**config.mk**
```make
export PLATFORM = sky130hd
export DESIGN_NAME = kmp_substring_search_top
export DESIGN_NICKNAME = d
export VERILOG_FILES = /design/src/rtl/kmpss_pkg.sv /design/src/rtl/kmpss_ram.sv /design/src/rtl/kmp_substring_search_top.sv
export VERILOG_INCLUDE_DIRS = /design/src /design/src/rtl
export SDC_FILE = /design/constraint.sdc
export NUM_CORES = 2
export LEC_CHECK = 0
export BUFFER_PORTS_ARGS = -buffer_cell sky130_fd_sc_hd__buf_2
export CAP_MARGIN = 30
export CORE_ASPECT_RATIO = 0.5
export CORE_MARGIN = 1.5
export CORE_UTILIZATION = 60
export DETAILED_ROUTE_END_ITERATION = 8
export GPL_ROUTABILITY_DRIVEN = 0
export GPL_TIMING_DRIVEN = 0
export PLACE_DENSITY = 0.76
export SLEW_MARGIN = 20
export SYNTH_ARGS = -nofsm -noshare
export SYNTH_HDL_FRONTEND = slang
export SYNTH_SLANG_ARGS = --single-unit
```
**constraint.sdc**
```tcl
create_clock -name i_clk -period 6.6 [get_ports i_clk]
set_input_delay 1.32 -clock i_clk [delete_from_list [all_inputs] [get_ports i_clk]]
set_output_delay 1.32 -clock i_clk [all_outputs]
set_load 0.005 [all_outputs]
```
**src/rtl/kmp_substring_search_top_assert.svh**
```systemverilog
// ----------------------------------------------------------------------------
// kmp_substring_search_top_assert.svh
// Assertion macros shared by the substring search block.
// ----------------------------------------------------------------------------
`ifndef KMP_SUBSTRING_SEARCH_TOP_ASSERT_SVH
`define KMP_SUBSTRING_SEARCH_TOP_ASSERT_SVH

// Condition must hold at every edge outside reset.
`define KSS_ASSERT_NOW(label, cond, msg) \
    label: assert property (@(posedge i_clk) disable iff (!i_rst_n) (cond)) \
        else $error(msg);

// Consequent must hold at the edge after the antecedent.
`define KSS_ASSERT_NEXT(label, ante, cons, msg) \
    label: assert property (@(posedge i_clk) disable iff (!i_rst_n) (ante) |=> (cons)) \
        else $error(msg);

`endif

```
**src/rtl/kmpss_pkg.sv**
```systemverilog
// ----------------------------------------------------------------------------
// kmpss_pkg
// Operation and status codes and fixed field widths of the substring search.
// ----------------------------------------------------------------------------
package kmpss_pkg;

    localparam int BYTE_W   = 8;
    localparam int OP_W     = 2;
    localparam int STATUS_W = 2;
    localparam int POS_W    = 32;

    typedef enum logic [OP_W-1:0] {
        OP_CLEAR  = 2'd0,
        OP_APPEND = 2'd1,
        OP_TEXT   = 2'd2,
        OP_END    = 2'd3
    } t_op;

    typedef enum logic [STATUS_W-1:0] {
        ST_FOUND     = 2'd0,
        ST_NOT_FOUND = 2'd1,
        ST_OVERFLOW  = 2'd2
    } t_status;

    localparam logic [POS_W-1:0] POS_MAX = '1;

endpackage

```
**src/rtl/kmpss_ram.sv**
```systemverilog
// ----------------------------------------------------------------------------
// kmpss_ram
// Generic simple dual-port RAM: one write port, one registered read port.
// ----------------------------------------------------------------------------
module kmpss_ram #(
    parameter int WIDTH = 8,
    parameter int DEPTH = 64,
    localparam int AW = (DEPTH > 1) ? $clog2(DEPTH) : 1
) (
    input  logic             i_clk,
    input  logic             i_we,
    input  logic [AW-1:0]    i_waddr,
    input  logic [WIDTH-1:0] i_wdata,
    input  logic [AW-1:0]    i_raddr,
    output logic [WIDTH-1:0] o_rdata
);

    logic [WIDTH-1:0] r_mem [DEPTH];
    logic [WIDTH-1:0] r_rdata;

    always_ff @(posedge i_clk) begin
        if (i_we) begin
            r_mem[i_waddr] <= i_wdata;
        end
        r_rdata <= r_mem[i_raddr];
    end

    assign o_rdata = r_rdata;

endmodule

```
**src/rtl/kmp_substring_search_top.sv**
```systemverilog
// ----------------------------------------------------------------------------
// kmp_substring_search_top
// First-occurrence Knuth-Morris-Pratt search over a byte stream. Pattern bytes
// and failure links share one RAM word per pattern index.
// ----------------------------------------------------------------------------
// Clear, end of text, an append at the root or past capacity and a text byte
//   that needs no walk finish in their accept cycle; any other item walks in
//   S_CMP, one failure link per cycle through the RAM read port.
// Items are taken one at a time. A result waiting on the receiver holds off
//   an item that decides a result at once; a match held in S_WAIT holds off all.
// Reset (synchronous, active low) empties the pattern; the RAM needs no clearing.
// ----------------------------------------------------------------------------
module kmp_substring_search_top
    import kmpss_pkg::*;
#(
    parameter int MAX_PATTERN = 64
) (
    input  logic                i_clk,
    input  logic                i_rst_n,
    // input item channel
    input  logic                i_valid,
    output logic                o_ready,
    input  logic [OP_W-1:0]     i_op,
    input  logic [BYTE_W-1:0]   i_data_byte,
    // result channel
    output logic                o_valid,
    input  logic                i_ready,
    output logic [STATUS_W-1:0] o_status,
    output logic [POS_W-1:0]    o_position
);

`include "kmp_substring_search_top_assert.svh"

    // AW indexes the RAM, LW holds a failure link (-1 .. MAX_PATTERN-1),
    // LENW holds a pattern length (0 .. MAX_PATTERN).
    localparam int AW   = (MAX_PATTERN > 1) ? $clog2(MAX_PATTERN) : 1;
    localparam int LW   = AW + 1;
    localparam int LENW = $clog2(MAX_PATTERN + 1);
    localparam int DW   = BYTE_W + LW;

    localparam logic [LENW-1:0] LEN_FULL = LENW'(MAX_PATTERN);
    localparam logic [LW-1:0]   LINK_NONE = '1;

    typedef enum logic [1:0] {
        S_IDLE,
        S_CMP,
        S_WAIT
    } t_state;

    // ------------------------------------------------------------------
    // Registers and next values
    // ------------------------------------------------------------------
    t_state                   r_state, n_state;
    logic [LENW-1:0]          r_len, n_len;           // pattern length
    logic signed [LW-1:0]     r_build, n_build;       // prefix carried by table build
    logic [AW-1:0]            r_match, n_match;       // matched prefix length
    logic [POS_W-1:0]         r_tpos, n_tpos;         // text bytes seen, saturating
    logic                     r_reported, n_reported;
    logic [BYTE_W-1:0]        r_last_byte, n_last_byte;
    logic [BYTE_W-1:0]        r_cmp_byte, n_cmp_byte; // byte the walk compares
    logic [BYTE_W-1:0]        r_new_byte, n_new_byte; // byte an append stores
    logic                     r_is_append, n_is_append;
    logic [AW-1:0]            r_k, n_k;               // walk index
    logic [POS_W-1:0]         r_found_pos, n_found_pos;
    logic                     r_out_valid, n_out_valid;
    t_status                  r_out_status, n_out_status;
    logic [POS_W-1:0]         r_out_pos, n_out_pos;

    // ------------------------------------------------------------------
    // RAM: word = {pattern byte, failure link}
    // ------------------------------------------------------------------
    logic                 w_we;
    logic [AW-1:0]        w_waddr;
    logic [DW-1:0]        w_wdata;
    logic [AW-1:0]        w_raddr;
    logic [DW-1:0]        w_rdata;

    kmpss_ram #(
        .WIDTH (DW),
        .DEPTH (MAX_PATTERN)
    ) u_store (
        .i_clk   (i_clk),
        .i_we    (w_we),
        .i_waddr (w_waddr),
        .i_wdata (w_wdata),
        .i_raddr (w_raddr),
        .o_rdata (w_rdata)
    );

    logic [BYTE_W-1:0]    w_rd_byte;
    logic signed [LW-1:0] w_rd_link;
    logic                 w_hit;
    logic                 w_walk_done;
    logic [LENW-1:0]      w_kk;       // walk result plus one
    logic [POS_W-1:0]     w_match_pos;

    assign w_rd_byte   = w_rdata[DW-1 -: BYTE_W];
    assign w_rd_link   = w_rdata[LW-1:0];
    assign w_hit       = (w_rd_byte == r_cmp_byte);
    assign w_walk_done = w_hit || w_rd_link[LW-1];
    assign w_kk        = w_hit ? (LENW'(r_k) + LENW'(1)) : '0;
    assign w_match_pos = r_tpos - POS_W'(r_len);

    // ------------------------------------------------------------------
    // Input handshake
    // ------------------------------------------------------------------
    t_op  w_op;
    logic w_take;
    logic w_slot_free;
    logic w_imm_result;

    assign w_op        = t_op'(i_op);
    assign w_slot_free = !r_out_valid || i_ready;

    // Items that decide a result in their accept cycle need the output slot.
    always_comb begin
        unique case (w_op)
            OP_CLEAR:  w_imm_result = 1'b0;
            OP_APPEND: w_imm_result = (r_len == LEN_FULL);
            OP_TEXT:   w_imm_result = !r_reported && (r_len == '0);
            OP_END:    w_imm_result = !r_reported;
            default:   w_imm_result = 1'b0;
        endcase
    end

    assign o_ready = (r_state == S_IDLE) && (w_slot_free || !w_imm_result);
    assign w_take  = i_valid && o_ready;

    // Read address: the first walk index on accept, then the link just read.
    always_comb begin
        unique case (r_state)
            S_IDLE:  w_raddr = (w_op == OP_APPEND) ? r_build[AW-1:0] : r_match;
            S_CMP:   w_raddr = w_rd_link[AW-1:0];
            default: w_raddr = r_k;
        endcase
    end

    // ------------------------------------------------------------------
    // Next-state logic
    // ------------------------------------------------------------------
    always_comb begin
        n_state      = r_state;
        n_len        = r_len;
        n_build      = r_build;
        n_match      = r_match;
        n_tpos       = r_tpos;
        n_reported   = r_reported;
        n_last_byte  = r_last_byte;
        n_cmp_byte   = r_cmp_byte;
        n_new_byte   = r_new_byte;
        n_is_append  = r_is_append;
        n_k          = r_k;
        n_found_pos  = r_found_pos;
        n_out_valid  = r_out_valid && !i_ready;   // drop once transferred
        n_out_status = r_out_status;
        n_out_pos    = r_out_pos;
        w_we         = 1'b0;
        w_waddr      = r_len[AW-1:0];
        w_wdata      = {i_data_byte, LINK_NONE};

        unique case (r_state)
            S_IDLE: begin
                if (w_take) begin
                    unique case (w_op)
                        OP_CLEAR: begin
                            n_len      = '0;
                            n_build    = LINK_NONE;
                            n_match    = '0;
                            n_tpos     = '0;
                            n_reported = 1'b0;
                        end
                        OP_APPEND: begin
                            if (r_len == LEN_FULL) begin
                                // drop the byte, report overflow
                                n_out_valid  = 1'b1;
                                n_out_status = ST_OVERFLOW;
                                n_out_pos    = '0;
                            end else begin
                                n_last_byte = i_data_byte;
                                n_match     = '0;
                                n_tpos      = '0;
                                n_reported  = 1'b0;
                                if (r_len == '0) begin
                                    w_we    = 1'b1;
                                    w_wdata = {i_data_byte, LINK_NONE};
                                    n_build = LINK_NONE;
                                    n_len   = r_len + LENW'(1);
                                end else if (r_build[LW-1]) begin
                                    // walk starts at the root: link is zero
                                    w_we    = 1'b1;
                                    w_wdata = {i_data_byte, LW'(0)};
                                    n_build = '0;
                                    n_len   = r_len + LENW'(1);
                                end else begin
                                    n_cmp_byte  = r_last_byte;
                                    n_new_byte  = i_data_byte;
                                    n_k         = r_build[AW-1:0];
                                    n_is_append = 1'b1;
                                    n_state     = S_CMP;
                                end
                            end
                        end
                        OP_TEXT: begin
                            if (!r_reported) begin
                                if (r_len == '0) begin
                                    n_reported   = 1'b1;
                                    n_out_valid  = 1'b1;
                                    n_out_status = ST_FOUND;
                                    n_out_pos    = '0;
                                end else begin
                                    n_tpos      = (r_tpos == POS_MAX) ? r_tpos
                                                                      : r_tpos + POS_W'(1);
                                    n_cmp_byte  = i_data_byte;
                                    n_k         = r_match;
                                    n_is_append = 1'b0;
                                    n_state     = S_CMP;
                                end
                            end
                        end
                        OP_END: begin
                            n_match    = '0;
                            n_tpos     = '0;
                            n_reported = 1'b0;
                            if (!r_reported) begin
                                n_out_valid  = 1'b1;
                                n_out_status = (r_len == '0) ? ST_FOUND : ST_NOT_FOUND;
                                n_out_pos    = '0;
                            end
                        end
                        default: begin
                        end
                    endcase
                end
            end

            S_CMP: begin
                if (!w_walk_done) begin
                    // advance along the failure chain
                    n_k = w_rd_link[AW-1:0];
                end else if (r_is_append) begin
                    w_we    = 1'b1;
                    w_wdata = {r_new_byte, LW'(w_kk)};
                    n_build = LW'(w_kk);
                    n_len   = r_len + LENW'(1);
                    n_state = S_IDLE;
                end else if (w_kk >= r_len) begin
                    n_reported = 1'b1;
                    n_match    = '0;
                    if (w_slot_free) begin
                        n_out_valid  = 1'b1;
                        n_out_status = ST_FOUND;
                        n_out_pos    = w_match_pos;
                        n_state      = S_IDLE;
                    end else begin
                        // hold the position until the output slot frees
                        n_found_pos = w_match_pos;
                        n_state     = S_WAIT;
                    end
                end else begin
                    n_match = w_kk[AW-1:0];
                    n_state = S_IDLE;
                end
            end

            S_WAIT: begin
                if (w_slot_free) begin
                    n_out_valid  = 1'b1;
                    n_out_status = ST_FOUND;
                    n_out_pos    = r_found_pos;
                    n_state      = S_IDLE;
                end
            end

            default: begin
                n_state = S_IDLE;
            end
        endcase
    end

    // ------------------------------------------------------------------
    // State and registered outputs
    // ------------------------------------------------------------------
    always_ff @(posedge i_clk) begin
        if (!i_rst_n) begin
            r_state     <= S_IDLE;
            r_len       <= '0;
            r_build     <= LINK_NONE;
            r_match     <= '0;
            r_tpos      <= '0;
            r_reported  <= 1'b0;
            r_is_append <= 1'b0;
            r_out_valid <= 1'b0;
        end else begin
            r_state     <= n_state;
            r_len       <= n_len;
            r_build     <= n_build;
            r_match     <= n_match;
            r_tpos      <= n_tpos;
            r_reported  <= n_reported;
            r_is_append <= n_is_append;
            r_out_valid <= n_out_valid;
        end
        r_last_byte  <= n_last_byte;
        r_cmp_byte   <= n_cmp_byte;
        r_new_byte   <= n_new_byte;
        r_k          <= n_k;
        r_found_pos  <= n_found_pos;
        r_out_status <= n_out_status;
        r_out_pos    <= n_out_pos;
    end

    assign o_valid    = r_out_valid;
    assign o_status   = r_out_status;
    assign o_position = r_out_pos;

    // ------------------------------------------------------------------
    // Assertions
    // ------------------------------------------------------------------
    `KSS_ASSERT_NOW(a_match_below_len, (r_len == '0) || (LENW'(r_match) < r_len), "match prefix reached pattern length")
    `KSS_ASSERT_NOW(a_build_below_len, (r_len == '0) || r_build[LW-1] || (LENW'(r_build[AW-1:0]) < r_len), "build prefix reached pattern length")
    `KSS_ASSERT_NOW(a_wait_reported, (r_state != S_WAIT) || r_reported, "pending match without reported flag")
    `KSS_ASSERT_NEXT(a_write_grows, w_we, r_len == $past(r_len) + LENW'(1), "table write did not extend the pattern")

endmodule

```
==> results <==
- In this run the worst hold path is classified as flip-flop to flip-flop.
- The die area is 77500 sq um.
- Synthesis handed over a netlist of between 2000 and 3000 instances.
- By startpoint and endpoint, the worst setup path is classified as input port to flip-flop.
- For this design the total switching power over the nets is approximately 5.4 mW.
- The count of TritonRoute iterations in the first routing pass is 8.
- The instance area after placement is 47700 sq um.
- Of the total power, registers draw 0.458.
- Power comes to 18.0 mW.
- The clock network fraction of design power is 0.304.
- Once the clock tree was built, the resizer swapped 0 gates to a different size.
- Summed over all nets, the half-perimeter wirelength after detailed placement is around 72000 microns.
- The number of warnings issued by yosys is 0.
- Cell internal power was estimated by the tool at 12.6 mW.
- The worst-skew pair later-pin latency is 0.68 ns.
- The switching part of the total power is 0.301.
- The critical path arrival is 5.49 ns.
- The number of top-level pins is 50.
- Row generation in the floorplan step produced 71 rows.
- The critical path capture point type is a flip-flop.
- In the routed design, unresolved DRC markers number 0.
- The vertical die dimension is 198 microns.
- In the routed layout, each cell is associated on average with a via count of around 6.6.
- Entering global routing, the biggest net connects 65 pins.
- Of the available clock period, the critical path in the final layout requires 0.788.
- Measured against its own limit, the worst slew margin works out to 0.261.
- Setup violations remaining at the end of the flow were counted as 0.
- Buffers inserted during clock tree synthesis total 94.
- For this design the static power due to leakage is ~16 nW.
- The total overflow left after global routing is 0.
- The share of layout cells above drive strength 1 is 0.193.
- In the global route stage, overall resource usage came out at 0.296.
- The dominant synthesized flop cell is sky130_fd_sc_hd__edfxtp_1.
- The endpoint required time on the critical path is 6.89 ns.
- Relative to the synthesized area, the layout overhead comes to 11.6%.
- The clock transition at the registers of the reported paths is 0.07 ns.
- The number of buffers added for setup after CTS is 0.
- Subtracting the final worst setup slack from the clock period gives about 5.2 ns.
- For this run, the register share of the synthesized area comes to 0.730.
- The number of register bits inferred by synthesis is roughly 1100.
- The cell sitting at the root of the clock tree is a sky130_fd_sc_hd__clkbuf_16.
- The multi-input combinational cells in the finished layout cover a total of 11700 sq um.
- Dividing total power by cell area gives a power density of 355 nW/um^2.
- The width of the die is 392 microns.
- The final wirelength is 113000 microns.
- The share of total power dissipated in combinational logic is 0.238.
- Registers take 33200 sq um.
- Averaged over all synthesized cells, the footprint is around 17 sq um.
- The synthesized netlist contains 77 unique library cells.
- STA classifies the critical path startpoint as an input port.
- The first global-routing pass estimated 166000 microns of wire.
- The number of hold buffers added after CTS was 0.
- The clock passes through at most 3 buffers.
- The synthesized netlist occupies a cell area of 45400 sq um.
- The final-layout fill cell count is 4806.
- At the pin with the least slew margin, the transition time is 1.11 ns.
- The number of flops mapped to enable cells by yosys is roughly 1100.
- After detailed routing, the average wire length per cell comes to roughly 28 microns.
- The remaining number of nets flagged by the antenna check after routing is 0.
- The total non-filler cell area in the finished layout is 50700 sq um.
- The count of buffers from port buffering is 48.
- Setup repair after global routing left no endpoint under its margin.
- The total negative slack is 0 ns.
- The max-slew violation count is 0.
- For this block, the initial DRC count from the detailed router was 3637.
- Clock skew on the completed layout was measured at 0.0203 ns.
- The run finished with clean final reports.
- The maximum vdd drop is 0.000179 V.
- The max-cap check violation count is 0.
- The floorplan step defined a core boundary enclosing 75100 sq um.
- In the final design database the tool counted 2958 nets.
- The number of antenna violations at the first check in global routing is 6.
- The upper clock frequency limit is between 150 and 200 MHz.
- The final number of hold-violating endpoints is 0.
- Along the worst path, the maximum fanout reaches 15.
- In the synthesized netlist the async set-or-reset flop fraction comes to 0.
- Synthesis produced a netlist with a net count of 2777.
- The worst setup slack after layout is 1.40 ns.
- The initial standard-cell utilization of the core is 0.605.
- The total number of clock tree sinks is 1128.
- The number of global-route vias before repair came to 25691.
- Prior to clock tree synthesis, the placed netlist has a worst setup slack of between 0.8 and 0.9 ns.
- The TritonCTS clock tree is built.
- Detailed routing inserted a total of 26504 vias.
- The H-tree depth reported by CTS is 3.
==> critical path: stages <==
cell and delay (ns):
sky130_fd_sc_hd__buf_2 0.10, sky130_fd_sc_hd__inv_1 0.06, sky130_fd_sc_hd__ha_1 0.19, sky130_fd_sc_hd__buf_2 0.18, sky130_fd_sc_hd__nor2_1 0.10, sky130_fd_sc_hd__o21ai_0 0.10, sky130_fd_sc_hd__a21boi_1 0.41, sky130_fd_sc_hd__o211ai_1 0.33
sky130_fd_sc_hd__o41ai_4 0.69, sky130_fd_sc_hd__nand4_1 0.87, sky130_fd_sc_hd__nor2_2 1.10
==> area by class of cell <==
cell class | instances | area share
Clock inverter | 45 | 0.00758
Sequential cell | 1128 | 0.654
Clock buffer | 125 | 0.0504
Timing Repair Buffer | 85 | 0.0146
Multi-Input combinational cell | 1415 | 0.230
Tap cell | 1022 | 0.0252
Inverter | 35 | 0.00259
Buffer | 158 | 0.0153
Antenna cell | 1 | 0.0000494
==> cell usage in the layout, fill, tap and decap left out, drive strengths merged, types with 26 or more instances in the layout <==
cell / n
clkbuf: 200
a21boi: 28
buf: 168
mux4: 180
nor2: 125
ha: 26
a22oi: 98
nand2: 321
edfxtp: 1056
clkinv: 34
a21oi: 49
inv: 38
dfxtp: 72
nand4: 36
nor3: 35
nand3: 171
xnor2: 38
o21ai: 32
==> metal layers <==
layer  GRT usage  vias to the layer above  wire [microns]
met3      0.0815                      253           13300
li1            -                    11167               -
met2       0.464                     1730           53100
met4      0.0932                        6            3510
met1       0.409                    13348           43100
met5           0                        -              37
==> through the flow <==
stage / utilization / std cells / hold WS [ns]
floorplan: - / 2736 / 0.451
global placement: 0.625 / 3806 / 0.467
detailed placement: 0.636 / 3840 / 0.477
CTS: 0.675 / 4010 / 0.486
global route: 0.675 / 4013 / 0.515
finish: 0.675 / 4014 / 0.488
==> Yosys cell counts (5+ instances only) <==
library cell                  n  area, sq um
sky130_fd_sc_hd__xnor2_1     38          333
sky130_fd_sc_hd__dfxtp_1     72         1440
sky130_fd_sc_hd__xor2_1      24          210
sky130_fd_sc_hd__mux4_2     180         4050
sky130_fd_sc_hd__a221o_1     16          160
sky130_fd_sc_hd__or4_1        8         60.1
sky130_fd_sc_hd__clkbuf_1    75          282
sky130_fd_sc_hd__buf_4        7         52.6
sky130_fd_sc_hd__a22o_1       8         70.1
sky130_fd_sc_hd__and3_1      13         81.3
sky130_fd_sc_hd__and4_1       7         61.3
sky130_fd_sc_hd__buf_6       11          124
sky130_fd_sc_hd__buf_1        8         30.0
sky130_fd_sc_hd__nor2_1     124          465
sky130_fd_sc_hd__a32o_1      25          250
sky130_fd_sc_hd__nand2_1    321         1200
sky130_fd_sc_hd__a22oi_1     98          736
sky130_fd_sc_hd__o211ai_1     8         60.1
sky130_fd_sc_hd__nor2b_1     10         62.6
sky130_fd_sc_hd__edfxtp_1  1056        31700
sky130_fd_sc_hd__nor3_1      35          175
sky130_fd_sc_hd__a21boi_0    26          195
sky130_fd_sc_hd__buf_2       57          285
sky130_fd_sc_hd__and2_1      11         68.8
sky130_fd_sc_hd__nand2b_1    12         75.1
sky130_fd_sc_hd__or3_1       11         68.8
sky130_fd_sc_hd__a211o_1      7         61.3
sky130_fd_sc_hd__nand3_1    171          856
sky130_fd_sc_hd__mux2i_1      9         90.1
sky130_fd_sc_hd__o21ai_0     31          155
sky130_fd_sc_hd__inv_1       34          128
sky130_fd_sc_hd__mux2_2      10          113
sky130_fd_sc_hd__nand4_1     36          225
sky130_fd_sc_hd__nor3b_1      5         37.5
sky130_fd_sc_hd__a21oi_1     49          245
sky130_fd_sc_hd__nand3b_1     6         45.0
sky130_fd_sc_hd__a21o_1       5         37.5
sky130_fd_sc_hd__a31oi_1     17          106
sky130_fd_sc_hd__ha_1        26          325
==> registers in the layout, summed over array words and instances (netlist names), 8 cells and up <==
register / count
r_tpos: 32
o_position: 32
r_last_byte: 8
r_cmp_byte: 8
u_store.r_mem: 960
u_store.o_rdata: 15
r_new_byte: 8
r_found_pos: 32
==> power by group through the flow <==
stage / registers, mW / clock network, mW / logic [mW]
2_1_floorplan: 8.39 / 0 / 2.55
3_3_place_gp: 8.44 / 0 / 3.94
3_5_place_dp: 8.40 / 0 / 4.12
4_1_cts: 8.24 / 5.48 / 4.17
5_1_grt: 8.25 / 5.75 / 4.47
6_report: 8.25 / 5.48 / 4.29
==> final timing paths <==
path         startpoint              endpoint  slack [ns]  cells past startpoint
max             i_op[0]  u_store.r_mem[39][7]        1.40                     11
min reg2reg  r_match[0]            r_match[0]        0.49                      2
min          r_match[0]            r_match[0]        0.49                      2
max reg2reg    r_len[1]  u_store.r_mem[39][7]        1.44                     10
==> cells by family after synthesis <==
kind of cell / share of synthesized area
compound gates: 0.0549
xor+xnor: 0.0120
fa+ha+maj: 0.00760
buf+inv: 0.0199
flops: 0.730
mux: 0.0940
simple gates: 0.0819
(Power assumes the default switching activity.)
